**config.mk**
```make
export PLATFORM = sky130hd
export DESIGN_NAME = ansi_utf8_sequence_splitter
export DESIGN_NICKNAME = d
export VERILOG_FILES = /design/src/design/aus_pkg.sv /design/src/design/aus_step.sv /design/src/design/ansi_utf8_sequence_splitter.sv
export VERILOG_INCLUDE_DIRS = /design/src /design/src/design
export SDC_FILE = /design/constraint.sdc
export NUM_CORES = 1
export LEC_CHECK = 0
export ABC_AREA = 1
export BUFFER_PORTS_ARGS = -buffer_cell sky130_fd_sc_hd__buf_2
export CAP_MARGIN = 5
export CORE_AREA = 2 2 106 108
export CTS_CLUSTER_DIAMETER = 200
export DETAILED_ROUTE_END_ITERATION = 8
export DIE_AREA = 0 0 108 110
export HOLD_SLACK_MARGIN = 0.15
export PLACE_DENSITY_LB_ADDON = 0.05
export SLEW_MARGIN = 20
export SYNTH_ARGS = -nofsm -noshare
export SYNTH_HDL_FRONTEND = slang
export SYNTH_SLANG_ARGS = --single-unit
```
**constraint.sdc**
```tcl
create_clock -name clk_i -period 4.55 [get_ports clk_i]
set_input_delay 0.455 -clock clk_i [delete_from_list [all_inputs] [get_ports clk_i]]
set_output_delay 0.455 -clock clk_i [all_outputs]
set_load 0.01 [all_outputs]
```
**src/design/ansi_utf8_sequence_splitter_assert.svh**
```systemverilog
// Assertion macros used by the splitter RTL.
// Each checks on the rising edge of clk_i and is quiet while rst_ni is low.
`ifndef ANSI_UTF8_SEQUENCE_SPLITTER_ASSERT_SVH
`define ANSI_UTF8_SEQUENCE_SPLITTER_ASSERT_SVH

// Plain expression that must hold at every edge.
`define AUS_ASSERT(name, expr, msg) \
  name: assert property (@(posedge clk_i) disable iff (!rst_ni) (expr)) else $error(msg);

// Same-cycle implication.
`define AUS_ASSERT_IMP(name, ante, cons, msg) \
  name: assert property (@(posedge clk_i) disable iff (!rst_ni) (ante) |-> (cons)) \
    else $error(msg);

// Next-cycle implication.
`define AUS_ASSERT_NXT(name, ante, cons, msg) \
  name: assert property (@(posedge clk_i) disable iff (!rst_ni) (ante) |=> (cons)) \
    else $error(msg);

`endif

```
**src/design/aus_pkg.sv**
```systemverilog
// ----------------------------------------------------------------------------
// aus_pkg
// Shared types and constants of the terminal escape/UTF-8 sequence splitter.
// ----------------------------------------------------------------------------
package aus_pkg;

  // Width of the internal sequence length counter (4 to 32).
  localparam int unsigned CountWidth = 16;
  localparam logic [CountWidth-1:0] CntMax = '1;

  // Parser modes.
  localparam logic [3:0] ModeAscii = 4'd0;
  localparam logic [3:0] ModeUtf8  = 4'd1;
  localparam logic [3:0] ModeEsc   = 4'd2;
  localparam logic [3:0] ModeCsi1  = 4'd3;
  localparam logic [3:0] ModeCsi2  = 4'd4;
  localparam logic [3:0] ModeSs    = 4'd5;
  localparam logic [3:0] ModeNf    = 4'd6;
  localparam logic [3:0] ModeStr   = 4'd7;
  localparam logic [3:0] ModeStr2  = 4'd8;

  typedef enum logic [1:0] {
    StBusy     = 2'd0,
    StDone     = 2'd1,
    StEndClean = 2'd2,
    StEndError = 2'd3
  } status_e;

  typedef struct packed {
    logic [3:0]            mode;
    logic [31:0]           cp;
    logic [2:0]            rem;
    logic [CountWidth-1:0] cnt;
    logic                  sie;
  } state_t;

  typedef struct packed {
    logic [7:0]  data;
    logic        restart;
    status_e     status;
    logic [15:0] len;
  } res_t;

  localparam state_t StateReset = '{
    mode: ModeAscii,
    cp:   32'd0,
    rem:  3'd0,
    cnt:  '0,
    sie:  1'b0
  };

endpackage

```
**src/design/aus_step.sv**
```systemverilog
// ----------------------------------------------------------------------------
// aus_step
// One parser step: next state and result for one byte or end-of-stream mark.
// ----------------------------------------------------------------------------
module aus_step (
  input  aus_pkg::state_t st_i,
  input  logic [7:0]      byte_i,
  input  logic            end_i,
  output aus_pkg::state_t st_o,
  output aus_pkg::res_t   res_o
);
  import aus_pkg::*;

  localparam logic [7:0] ChEsc   = 8'h1b;
  localparam logic [7:0] ChBel   = 8'h07;
  localparam logic [7:0] ChBsl   = 8'h5c;
  localparam logic [7:0] ChLbr   = 8'h5b;
  localparam logic [7:0] ChC2    = 8'hc2;
  localparam logic [7:0] ChSt    = 8'h9c;

  localparam logic [31:0] CpEsc  = 32'h0000_001b;
  localparam logic [31:0] CpCsi  = 32'h0000_009b;
  localparam logic [31:0] CpSs2  = 32'h0000_008e;
  localparam logic [31:0] CpSs3  = 32'h0000_008f;
  localparam logic [31:0] CpDcs  = 32'h0000_0090;
  localparam logic [31:0] CpSos  = 32'h0000_0098;
  localparam logic [31:0] CpOsc  = 32'h0000_009d;
  localparam logic [31:0] CpPm   = 32'h0000_009e;
  localparam logic [31:0] CpApc  = 32'h0000_009f;

  typedef struct packed {
    logic        done;
    logic        to_esc;
    logic        to_utf8;
    logic [31:0] cp;
    logic [2:0]  rem;
  } fb_t;

  function automatic logic in_rng(logic [7:0] c, logic [7:0] lo, logic [7:0] hi);
    return (c >= lo) && (c <= hi);
  endfunction

  // Start-state decode of a byte.
  function automatic fb_t first_byte(logic [7:0] c);
    fb_t f;
    f = '0;
    if (!c[7]) begin
      f.to_esc = (c == ChEsc);
      f.done   = (c != ChEsc);
    end else if (c[6]) begin
      f.to_utf8 = 1'b1;
      if (c[5] == 1'b0) begin
        f.cp  = {27'd0, c[4:0]};
        f.rem = 3'd1;
      end else if (c[4] == 1'b0) begin
        f.cp  = {28'd0, c[3:0]};
        f.rem = 3'd2;
      end else if (c[3] == 1'b0) begin
        f.cp  = {29'd0, c[2:0]};
        f.rem = 3'd3;
      end else begin
        f.cp  = {30'd0, c[1:0]};
        f.rem = c[2] ? 3'd5 : 3'd4;
      end
    end
    return f;
  endfunction

  function automatic state_t start_at(state_t s, fb_t f);
    state_t r;
    r = s;
    r.mode = f.to_esc ? ModeEsc : (f.to_utf8 ? ModeUtf8 : ModeAscii);
    if (f.to_utf8) begin
      r.cp  = f.cp;
      r.rem = f.rem;
    end
    return r;
  endfunction

  function automatic logic [15:0] sat_len(logic [CountWidth-1:0] v);
    logic [31:0] w;
    w = 32'(v);
    return (w > 32'h0000_ffff) ? 16'hffff : w[15:0];
  endfunction

  fb_t                   fb;
  state_t                st_n;
  logic                  done;
  logic                  bad;
  logic                  rst_seq;
  logic [31:0]           cp_n;
  logic [2:0]            rem_n;

  always_comb begin
    st_n    = st_i;
    done    = 1'b0;
    bad     = 1'b0;
    rst_seq = 1'b0;
    cp_n    = {st_i.cp[25:0], byte_i[5:0]};
    rem_n   = st_i.rem - 3'd1;
    fb      = first_byte(byte_i);
    res_o   = '0;

    if (end_i) begin
      res_o.status = (st_i.cnt != '0) ? StEndError : StEndClean;
      res_o.len    = sat_len(st_i.cnt);
      st_o         = StateReset;
    end else begin
      if (st_i.cnt != CntMax) begin
        st_n.cnt = st_i.cnt + 1'b1;
      end
      if (st_n.cnt == CountWidth'(2)) begin
        st_n.sie = (byte_i == ChEsc);
      end

      case (st_i.mode)
        ModeUtf8: begin
          if (byte_i[7:6] == 2'b10) begin
            st_n.cp  = cp_n;
            st_n.rem = rem_n;
            if (rem_n == 3'd0) begin
              case (cp_n)
                CpEsc:                           st_n.mode = ModeEsc;
                CpCsi:                           st_n.mode = ModeCsi1;
                CpSs2, CpSs3:                    st_n.mode = ModeSs;
                CpDcs, CpSos, CpOsc, CpPm, CpApc: st_n.mode = ModeStr;
                default:                         done = 1'b1;
              endcase
            end
          end else begin
            bad = 1'b1;
          end
        end
        ModeEsc: begin
          if (in_rng(byte_i, 8'h20, 8'h2f)) begin
            if (byte_i == 8'h20 || byte_i == 8'h23) st_n.mode = ModeNf;
            else done = 1'b1;
          end else if (in_rng(byte_i, 8'h30, 8'h3f)) begin
            done = 1'b1;
          end else if (in_rng(byte_i, 8'h40, 8'h5f)) begin
            case (byte_i)
              ChLbr:                               st_n.mode = ModeCsi1;
              8'h4e, 8'h4f:                        st_n.mode = ModeSs;
              8'h50, 8'h58, 8'h5d, 8'h5e, 8'h5f:   st_n.mode = ModeStr;
              default:                             done = 1'b1;
            endcase
          end else if (in_rng(byte_i, 8'h60, 8'h7e)) begin
            done = 1'b1;
          end else if (byte_i == ChEsc) begin
            // A third ESC closes a one-byte sequence.
            if (st_n.cnt >= CountWidth'(3)) begin
              done     = 1'b1;
              rst_seq  = 1'b1;
              st_n.cnt = CountWidth'(1);
            end
          end else begin
            done = 1'b1;
          end
        end
        ModeSs: done = 1'b1;
        ModeNf: begin
          if (in_rng(byte_i, 8'h30, 8'h7e)) done = 1'b1;
          else if (!in_rng(byte_i, 8'h20, 8'h2f)) bad = 1'b1;
        end
        ModeCsi1: begin
          if (in_rng(byte_i, 8'h20, 8'h2f)) begin
            st_n.mode = ModeCsi2;
          end else if (byte_i == ChLbr && (st_n.cnt == CountWidth'(3) ||
                       (st_n.cnt == CountWidth'(4) && st_n.sie))) begin
            st_n.mode = ModeCsi1;  // doubled bracket of a console function key
          end else if (in_rng(byte_i, 8'h40, 8'h7e)) begin
            done = 1'b1;
          end else if (!in_rng(byte_i, 8'h30, 8'h3f)) begin
            bad = 1'b1;
          end
        end
        ModeCsi2: begin
          if (in_rng(byte_i, 8'h40, 8'h7e)) done = 1'b1;
          else if (!in_rng(byte_i, 8'h20, 8'h2f)) bad = 1'b1;
        end
        ModeStr: begin
          if (byte_i == ChBel) done = 1'b1;
          else if (byte_i == ChEsc || byte_i == ChC2) st_n.mode = ModeStr2;
        end
        ModeStr2: begin
          if (byte_i == ChBel || byte_i == ChBsl || byte_i == ChSt) done = 1'b1;
          else st_n.mode = ModeStr;
        end
        default: begin
          st_n = start_at(st_n, fb);
          done = fb.done;
        end
      endcase

      if (bad) begin
        rst_seq  = 1'b1;
        st_n.cnt = CountWidth'(1);
        st_n     = start_at(st_n, fb);
        done     = fb.done;
      end

      res_o.data    = byte_i;
      res_o.restart = rst_seq;
      res_o.status  = done ? StDone : StBusy;
      res_o.len     = sat_len(st_n.cnt);

      if (done) begin
        st_n.mode = ModeAscii;
        st_n.cp   = 32'd0;
        st_n.rem  = 3'd0;
        st_n.cnt  = '0;
      end
      st_o = st_n;
    end
  end

endmodule

```
**src/design/ansi_utf8_sequence_splitter.sv**
```systemverilog
// ----------------------------------------------------------------------------
// ansi_utf8_sequence_splitter
// Marks the end of each keystroke or control sequence in a terminal byte
// stream (ASCII, UTF-8, ESC/CSI/SS/Nf and BEL/ST terminated strings).
// ----------------------------------------------------------------------------
//
//  channel | signals                                   | direction
//  --------+-------------------------------------------+----------
//  in      | in_valid_i in_ready_o in_byte_i           | sink
//          | stream_end_i                              |
//  out     | out_valid_o out_ready_i out_byte_o        | source
//          | restart_o status_o seq_length_o           |
//
// One byte per cycle sustained while out_ready_i holds high; each transfer
// yields exactly one result, which passes through the input register and then
// the result register before it can leave.
// The parser state advances one step per byte that leaves the input register.
// rst_ni (async, active low) returns the parser to the start state and
// empties both registers.
// With the output stalled, one more byte waits in the input register; then
// in_ready_o drops until out_ready_i frees the result register.
module ansi_utf8_sequence_splitter (
  input  logic        clk_i,
  input  logic        rst_ni,
  input  logic        in_valid_i,
  output logic        in_ready_o,
  input  logic [7:0]  in_byte_i,
  input  logic        stream_end_i,
  output logic        out_valid_o,
  input  logic        out_ready_i,
  output logic [7:0]  out_byte_o,
  output logic        restart_o,
  output logic [1:0]  status_o,
  output logic [15:0] seq_length_o
);
  import aus_pkg::*;

  // Input register.
  logic       in_vld_q;
  logic [7:0] in_byte_q;
  logic       in_end_q;

  // Parser state and result register.
  state_t st_q;
  state_t st_d;
  res_t   res_d;
  res_t   out_q;
  logic   out_vld_q;

  // Move the held byte into the result register when that register is free
  // or is being emptied this cycle.
  logic advance;
  assign advance    = in_vld_q && (!out_vld_q || out_ready_i);
  assign in_ready_o = !in_vld_q || advance;

  aus_step u_step (
    .st_i   (st_q),
    .byte_i (in_byte_q),
    .end_i  (in_end_q),
    .st_o   (st_d),
    .res_o  (res_d)
  );

  always_ff @(posedge clk_i or negedge rst_ni) begin
    if (!rst_ni) begin
      in_vld_q <= 1'b0;
    end else if (in_ready_o) begin
      in_vld_q <= in_valid_i;
    end
  end

  // Capture payload on every transfer; no reset needed.
  always_ff @(posedge clk_i) begin
    if (in_valid_i && in_ready_o) begin
      in_byte_q <= in_byte_i;
      in_end_q  <= stream_end_i;
    end
  end

  // Advance parser state only when a byte leaves the input register.
  always_ff @(posedge clk_i or negedge rst_ni) begin
    if (!rst_ni) begin
      st_q <= StateReset;
    end else if (advance) begin
      st_q <= st_d;
    end
  end

  always_ff @(posedge clk_i or negedge rst_ni) begin
    if (!rst_ni) begin
      out_vld_q <= 1'b0;
    end else if (advance) begin
      out_vld_q <= 1'b1;
    end else if (out_ready_i) begin
      out_vld_q <= 1'b0;
    end
  end

  always_ff @(posedge clk_i) begin
    if (advance) begin
      out_q <= res_d;
    end
  end

  assign out_valid_o  = out_vld_q;
  assign out_byte_o   = out_q.data;
  assign restart_o    = out_q.restart;
  assign status_o     = out_q.status;
  assign seq_length_o = out_q.len;

  // A sequence ends on this step; the parser sits idle at the start state.
  logic seq_end;
  logic st_idle;
  assign seq_end = advance && (res_d.status != StBusy);
  assign st_idle = (st_q.cnt == '0) && (st_q.mode == ModeAscii);

`include "ansi_utf8_sequence_splitter_assert.svh"

  // A byte that leaves the input register always lands in the result register.
  `AUS_ASSERT_NXT(a_advance_fills, advance, out_vld_q, "result register not filled")
  // Any finished sequence leaves the parser idle at the start state.
  `AUS_ASSERT_NXT(a_done_clears, seq_end, st_idle, "state not cleared after sequence end")
  // Outside the start state at least one byte is pending.
  `AUS_ASSERT_IMP(a_mode_counts, st_q.mode != ModeAscii, st_q.cnt != '0, "mode with no count")
  // A restarted sequence is one byte long.
  `AUS_ASSERT_IMP(a_restart_len, out_valid_o && restart_o, seq_length_o == 16'd1, "bad restart")

endmodule
```
==> results.yml, run 1 <==
yosys:
  synth_common_cells: "nand2_1, inv_1, nor2_1"
  synth_edf_count: 36
  yosys.area.top_type: "dfrtp_1"
  yosys-top-cells-area: "dfrtp_1, edfxtp_1, nand2_1"
  synth_fp_nets: 747
  postSynthCellCount: 730
  async_flop_share_pct: 59.09
  ys_seq_area_share_pct: 43.61
  synth_area_per_cell_um2: 7.483
  yosys_register_bits: 88
  syn_area_um2: 5463
  ys_types: 41
  synth_flop_cell: "dfrtp_1"
  synth.top_cell.area_share_pct: 23.82
  yosysMostFrequentCell: "nand2_1"
  ys_warn_count: 0
finish:
  drive_gt1_share_pct: 11.82
  insertedDiodeCount: 0
  finalNonFillerCells: 910
  nets: 782
  n_fill_cell: 1048
  syn_to_final_growth_pct: 9.047
setup_path:
  cp_data_required_time_ns: 4.76
  criticalPathCategory: "reg2reg"
  reg2reg_slack_ns: 0.82
  crit_fanout: 15
  crit_arrival_ns: 3.94
  setup.worst_path.start_class: "flip-flop"
  cp-end-kind: "flip-flop"
clock_tree:
  htreeDepth: 3
  postCtsHoldBufs: 0
  cts_made_buffers: 9
  path_clk_slew_ns: 0.10
  cts.sinks: 88
  clk_latency_ns: 0.39
  cts_tree: "yes"
  ctsResizeCount: 0
  postCtsSetupRepairBufs: 0
  clockBufferDepth: 2
  cts_root_buffer: "clkbuf_8"
drt:
  drc: 0
  first_iter_violations: 467
  wl_per_cell_um: 15.95
  totalWireLength_um: 14510
  drt_pass1_iterations: 5
  vias: 5180
  detail-route-antenna-nets: 0
  vias_per_cell: 5.692
floorplan:
  io_pins: 42
  core_area_um2: 10700
  die_h_um: 110
  num_rows: 38
  die_w_um: 108
  start_util_pct: 51.06
  die-area_um2: 11880
timing:
  max_slew_margin_pct: 29.07
  clock_skew_ns: 0.01117
  slew_viol_final: 0
  tns_ns: 0
  period_minus_slack_ns: 3.733
  rsz0062_at_grt: "no"
  setup_viol: 0
  worst_pin_slew_ns: 1.060
  hold_viol_final: 0
  max_freq_mhz: 267.9
  fin_crit_sh_pct: 82.04
job:
  maxCapViolations: 0
placed_design:
  numPortBuffers: 41
  place_inst: 894
  dpl.hpwl_um: 10450
  place.gp.congestion: 0.9901
grt:
  grt_pass1_wl_um: 24120
  antenna_found_initial: 0
  grt-ovfl-total: 0
  grt_max_degree: 53
  grt_pass1_vias: 5022
  grt_use_total_pct: 26.01
hold_path:
  hold_class: "in2async"
power:
  powerDensity_nw_per_um2: 314.5
  power.leakage_nw: 2.638
  ir_drop_uv: 165.6
run_status:
  status: "completed"
[layout by cell type (no fill, tap or decap), drive strengths merged, types with 2 or more instances in the layout]
cell     netlist  routed
nand2        169     169
inv          100     101
nor2          87      87
o21ai         68      68
dfrtp         52      52
nand3         50      50
buf            4      45
o22ai         40      40
a21oi         37      37
edfxtp        36      36
nand4         22      22
nor3          11      11
clkbuf        17       9
clkinv         1       6
o211ai         5       5
a31oi          4       4
ha             4       4
nor4           3       3
o2111ai        3       3
a211oi         3       3
xor2           2       2
o311ai         2       2
o221ai         2       2
[power by group]
group / total, W / switching [W] / internal [W]
Combinational: 0.000429 / 0.000303 / 0.000126
Sequential: 0.000931 / 0.0000361 / 0.000894
Clock: 0.000514 / 0.000311 / 0.000203
[layer usage]
layer / vias to the layer above / part of all wire [%] / track usage [%]
met2: 149 / 49 / 44.25
li1: 2563 / - / -
met3: 41 / 4.5 / 4.233
met4: 0 / 3.3 / 11.90
met1: 2427 / 43 / 32.68
met5: - / 0 / 0
[registers in the layout, indices dropped and copies added (netlist names)]
register and count:
in_byte_q 8, out_byte_o 8, status_o 2, st_q 50, in_end_q 1, out_valid_o 1
in_vld_q 1, restart_o 1, seq_length_o 16
[worst max-delay path: stages, from the launching register on]
cell,delay (ns)
edfxtp_1,0.49
nor2_1,0.31
nand2_1,0.16
nor2_1,0.27
inv_1,0.16
o2111ai_1,0.13
nand3_1,0.29
a31oi_1,0.39
inv_1,0.09
nor2_1,0.81
o21ai_0,0.28
o21ai_0,0.18
[kinds of logic after synthesis]
kind of cell	Yosys count	share of synthesized area (%)
compound gates	170	18.51
xor+xnor	3	0.4811
fa+ha+maj	4	0.9162
buf+inv	122	8.704
flops	88	43.61
simple gates	343	27.78
[through the flow]
step	worst slack [ns]	hold slack, ns	total power, W	area [um2]	utilization, %
4_1_cts	0.9479	0.2315	0.001883	5957	55.68
3_3_place_gp	0.8879	0.4898	0.001371	5777	54.00
3_5_place_dp	0.9594	0.4929	0.001372	5777	54.00
5_1_grt	0.6422	0.2358	0.001980	5957	55.68
2_1_floorplan	1.868	0.1594	0.001238	5463	-
6_report	0.8173	0.1960	0.001874	5957	55.68
[layout make-up]
type / instances / area (um2) / share of cell area (%)
Clock inverter: 7 / 56.30 / 0.9452
Timing Repair Buffer: 45 / 235.2 / 3.949
Multi-Input combinational cell: 520 / 2605 / 43.73
Sequential cell: 88 / 2382 / 39.99
Inverter: 101 / 379.1 / 6.364
Tap cell: 140 / 175.2 / 2.941
Clock buffer: 9 / 123.9 / 2.079
[worst paths after layout]
kind	from	endpoint	cells past startpoint
worst max-delay path	in_byte_q[7]	seq_length_o[2]	11
worst min-delay path	rst_ni	st_q[9]	2
worst max register to register	in_byte_q[7]	seq_length_o[2]	11
worst min register to register	st_q[37]	st_q[37]	2
max in group asynchronous	rst_ni	st_q[26]	2
min in group clk_i	in_byte_i[1]	in_byte_q[1]	1
No activity file was read; power rests on OpenSTA's default activity.
==> inputs of run 2 (changes only) <==
Clock period 4.55 ns to 3.5 ns, I/O delays scaled along.
==> run 2 against run 1 <==
Combinational power grew 41%. Flip-flop and latch count is the same. Routed wire length grew 2.8%. Critical path depth grew 12. Core utilization grew 2.0 points. Via count grew 1.1%. Final area grew 3.7%. Cell count grew 2.3%. Clock skew is essentially flat. Die area is the same. Largest cell class unchanged.
==> results.yml, run 2 (synthesized netlist as in run 1, its figures left out) <==
power:
  power.leakage_nw: 2.745
  powerDensity_nw_per_um2: 411.7
  finalPower_w: 0.002542
  ir_drop_uv: 291.7
floorplan:
  die_w_um: 108
  io_pins: 42
  num_rows: 38
  start_util_pct: 51.06
  core_area_um2: 10700
  die_h_um: 110
  die-area_um2: 11880
clock_tree:
  cts_root_buffer: "clkbuf_8"
  path_clk_slew_ns: 0.09
  cts_made_buffers: 9
  htreeDepth: 3
  cts_tree: "yes"
  cts.sinks: 88
  clockBufferDepth: 2
  clk_latency_ns: 0.36
finish:
  fin_area_um2: 6175
  largest_register_ffs: 50
  finalNonFillerCells: 931
  top_register: "st_q"
  nets: 803
  insertedDiodeCount: 0
  layout_common_cells: "nand2_1, inv_1, nor2_1"
  syn_to_final_growth_pct: 13.03
  mostFrequentLayoutCell: "nand2_1"
  drive_gt1_share_pct: 13.78
setup_path:
  crit_arrival_ns: 3.47
  cpMaxStageDelayCell: "dfrtp_1"
  criticalPathCategory: "reg2reg"
  path_cells: "ha_1, nand2_2, nor2_4, nand2_2, inv_2, nand2_4, nand3_1, nor2_1, nand2_2, nor2_2, nand3_1, nand2_1, nand3_1, nand2_1, nand2_1, nand3_1, nand4_2, nand2_4, buf_4, nand4_1, nand3_1, nand2_1, nand2_1"
  cpPeakStageDelay_ns: 0.42
  cp_top_family: "simple AND/OR/NAND/NOR gates"
  cp-end-kind: "flip-flop"
  cp_data_required_time_ns: 3.80
  cp.buffers_inverters: 2
  crit_fanout: 15
  setup.worst_path.start_class: "flip-flop"
timing:
  hold_viol_final: 0
  clock_skew_ns: 0.01070
  fin_crit_sh_pct: 90.59
  setup_viol: 0
  max_slew_margin_pct: 42.41
  slew_viol_final: 0
  rsz0062_at_grt: "no"
  max_freq_mhz: 315.4
  worst_pin_slew_ns: 0.8639
  tns_ns: 0
  period_minus_slack_ns: 3.171
drt:
  first_iter_violations: 398
  totalWireLength_um: 14920
  drt_pass1_iterations: 7
  wl_per_cell_um: 16.03
  drc: 0
  vias_per_cell: 5.623
  detail-route-antenna-nets: 0
  vias: 5235
grt:
  grt_pass1_vias: 4914
  grt_use_total_pct: 26.27
  grt_max_degree: 37
  grt-ovfl-total: 0
  antenna_found_initial: 0
  grt_pass1_wl_um: 24340
placed_design:
  place_inst: 906
  dpl.hpwl_um: 10830
  numPortBuffers: 41
  dpl-instance-area_um2: 5867
  place.gp.congestion: 1.002
job:
  maxCapViolations: 0
hold_path:
  hold_class: "in2reg"
run_status:
  status: "completed"
run 2: cell types whose count changed in the layout (fill, tap and decap cells not counted), sizes merged:
cell,change
clkinv,-4
clkbuf,+1
dlygate4sd3,+5
inv,+2
buf,+16
bufinv,+1
run 2: where the power goes:
| part | internal (W) | switching [W] | total (W) |
|---|---|---|---|
| registers | 0.00116 | 0.0000417 | 0.00120 |
| logic | 0.000191 | 0.000414 | 0.000605 |
| clock network | 0.000353 | 0.000380 | 0.000732 |
run 2: timing repair:
item	CTS	global route
hold buffers	5	0
setup endpoints to repair	0	42
buffers inserted	0	4
endpoints found under the hold margin	39	0
gates resized for setup	0	7
run 2: worst paths after layout:
kind | from | depth (start not counted) | slack, ns | end
worst max-delay path | st_q[1] | 23 | 0.33 | st_q[55]
worst min-delay path | in_byte_i[4] | 1 | 0.16 | in_byte_q[4]
worst max register to register | st_q[1] | 23 | 0.33 | st_q[55]
worst min register to register | st_q[37] | 2 | 0.51 | st_q[37]
max in group asynchronous | rst_ni | 3 | 2.10 | st_q[25]
min in group asynchronous | rst_ni | 2 | 0.63 | st_q[10]
run 2: layout make-up:
type | count | area, um2
Clock buffer | 10 | 137.6
Clock inverter | 6 | 65.06
Fill cell | 1025 | 4523
Inverter | 101 | 379.1
Multi-Input combinational cell | 520 | 2630
Sequential cell | 88 | 2382
Tap cell | 140 | 175.2
Timing Repair Buffer | 66 | 405.4
run 2: worst reg2reg max path, stage by stage (launching register included):
cell and delay (ns):
dfrtp_1 0.42, ha_1 0.25, nand2_2 0.10, nor2_4 0.05, nand2_2 0.11, inv_2 0.06
nand2_4 0.15, nand3_1 0.11, nor2_1 0.13, nand2_2 0.10, nor2_2 0.14, nand3_1 0.08
nand2_1 0.08, nand3_1 0.07, nand2_1 0.11, nand2_1 0.08, nand3_1 0.08, nand4_2 0.11
nand2_4 0.16, buf_4 0.17, nand4_1 0.18, nand3_1 0.23, nand2_1 0.07, nand2_1 0.06
run 2: routing by layer:
layer  track usage [%]  vias to the layer above  wire (um)
met4             8.242                        0        293
li1                  -                     2602          -
met2             46.36                      178       7443
met1             33.47                     2427       6327
met3             3.762                       28        857
met5                 0                        -          0
run 2: through the flow:
step	hold slack (ns)	setup slack [ns]	util, %
after detailed placement	0.4979	0.1469	54.84
after global routing	0.1520	0.005108	57.72
final	0.1620	0.3294	57.72
after global placement	0.4890	0.2068	54.84
after CTS	0.1500	0.1169	57.20
after floorplan	0.05441	0.8176	-
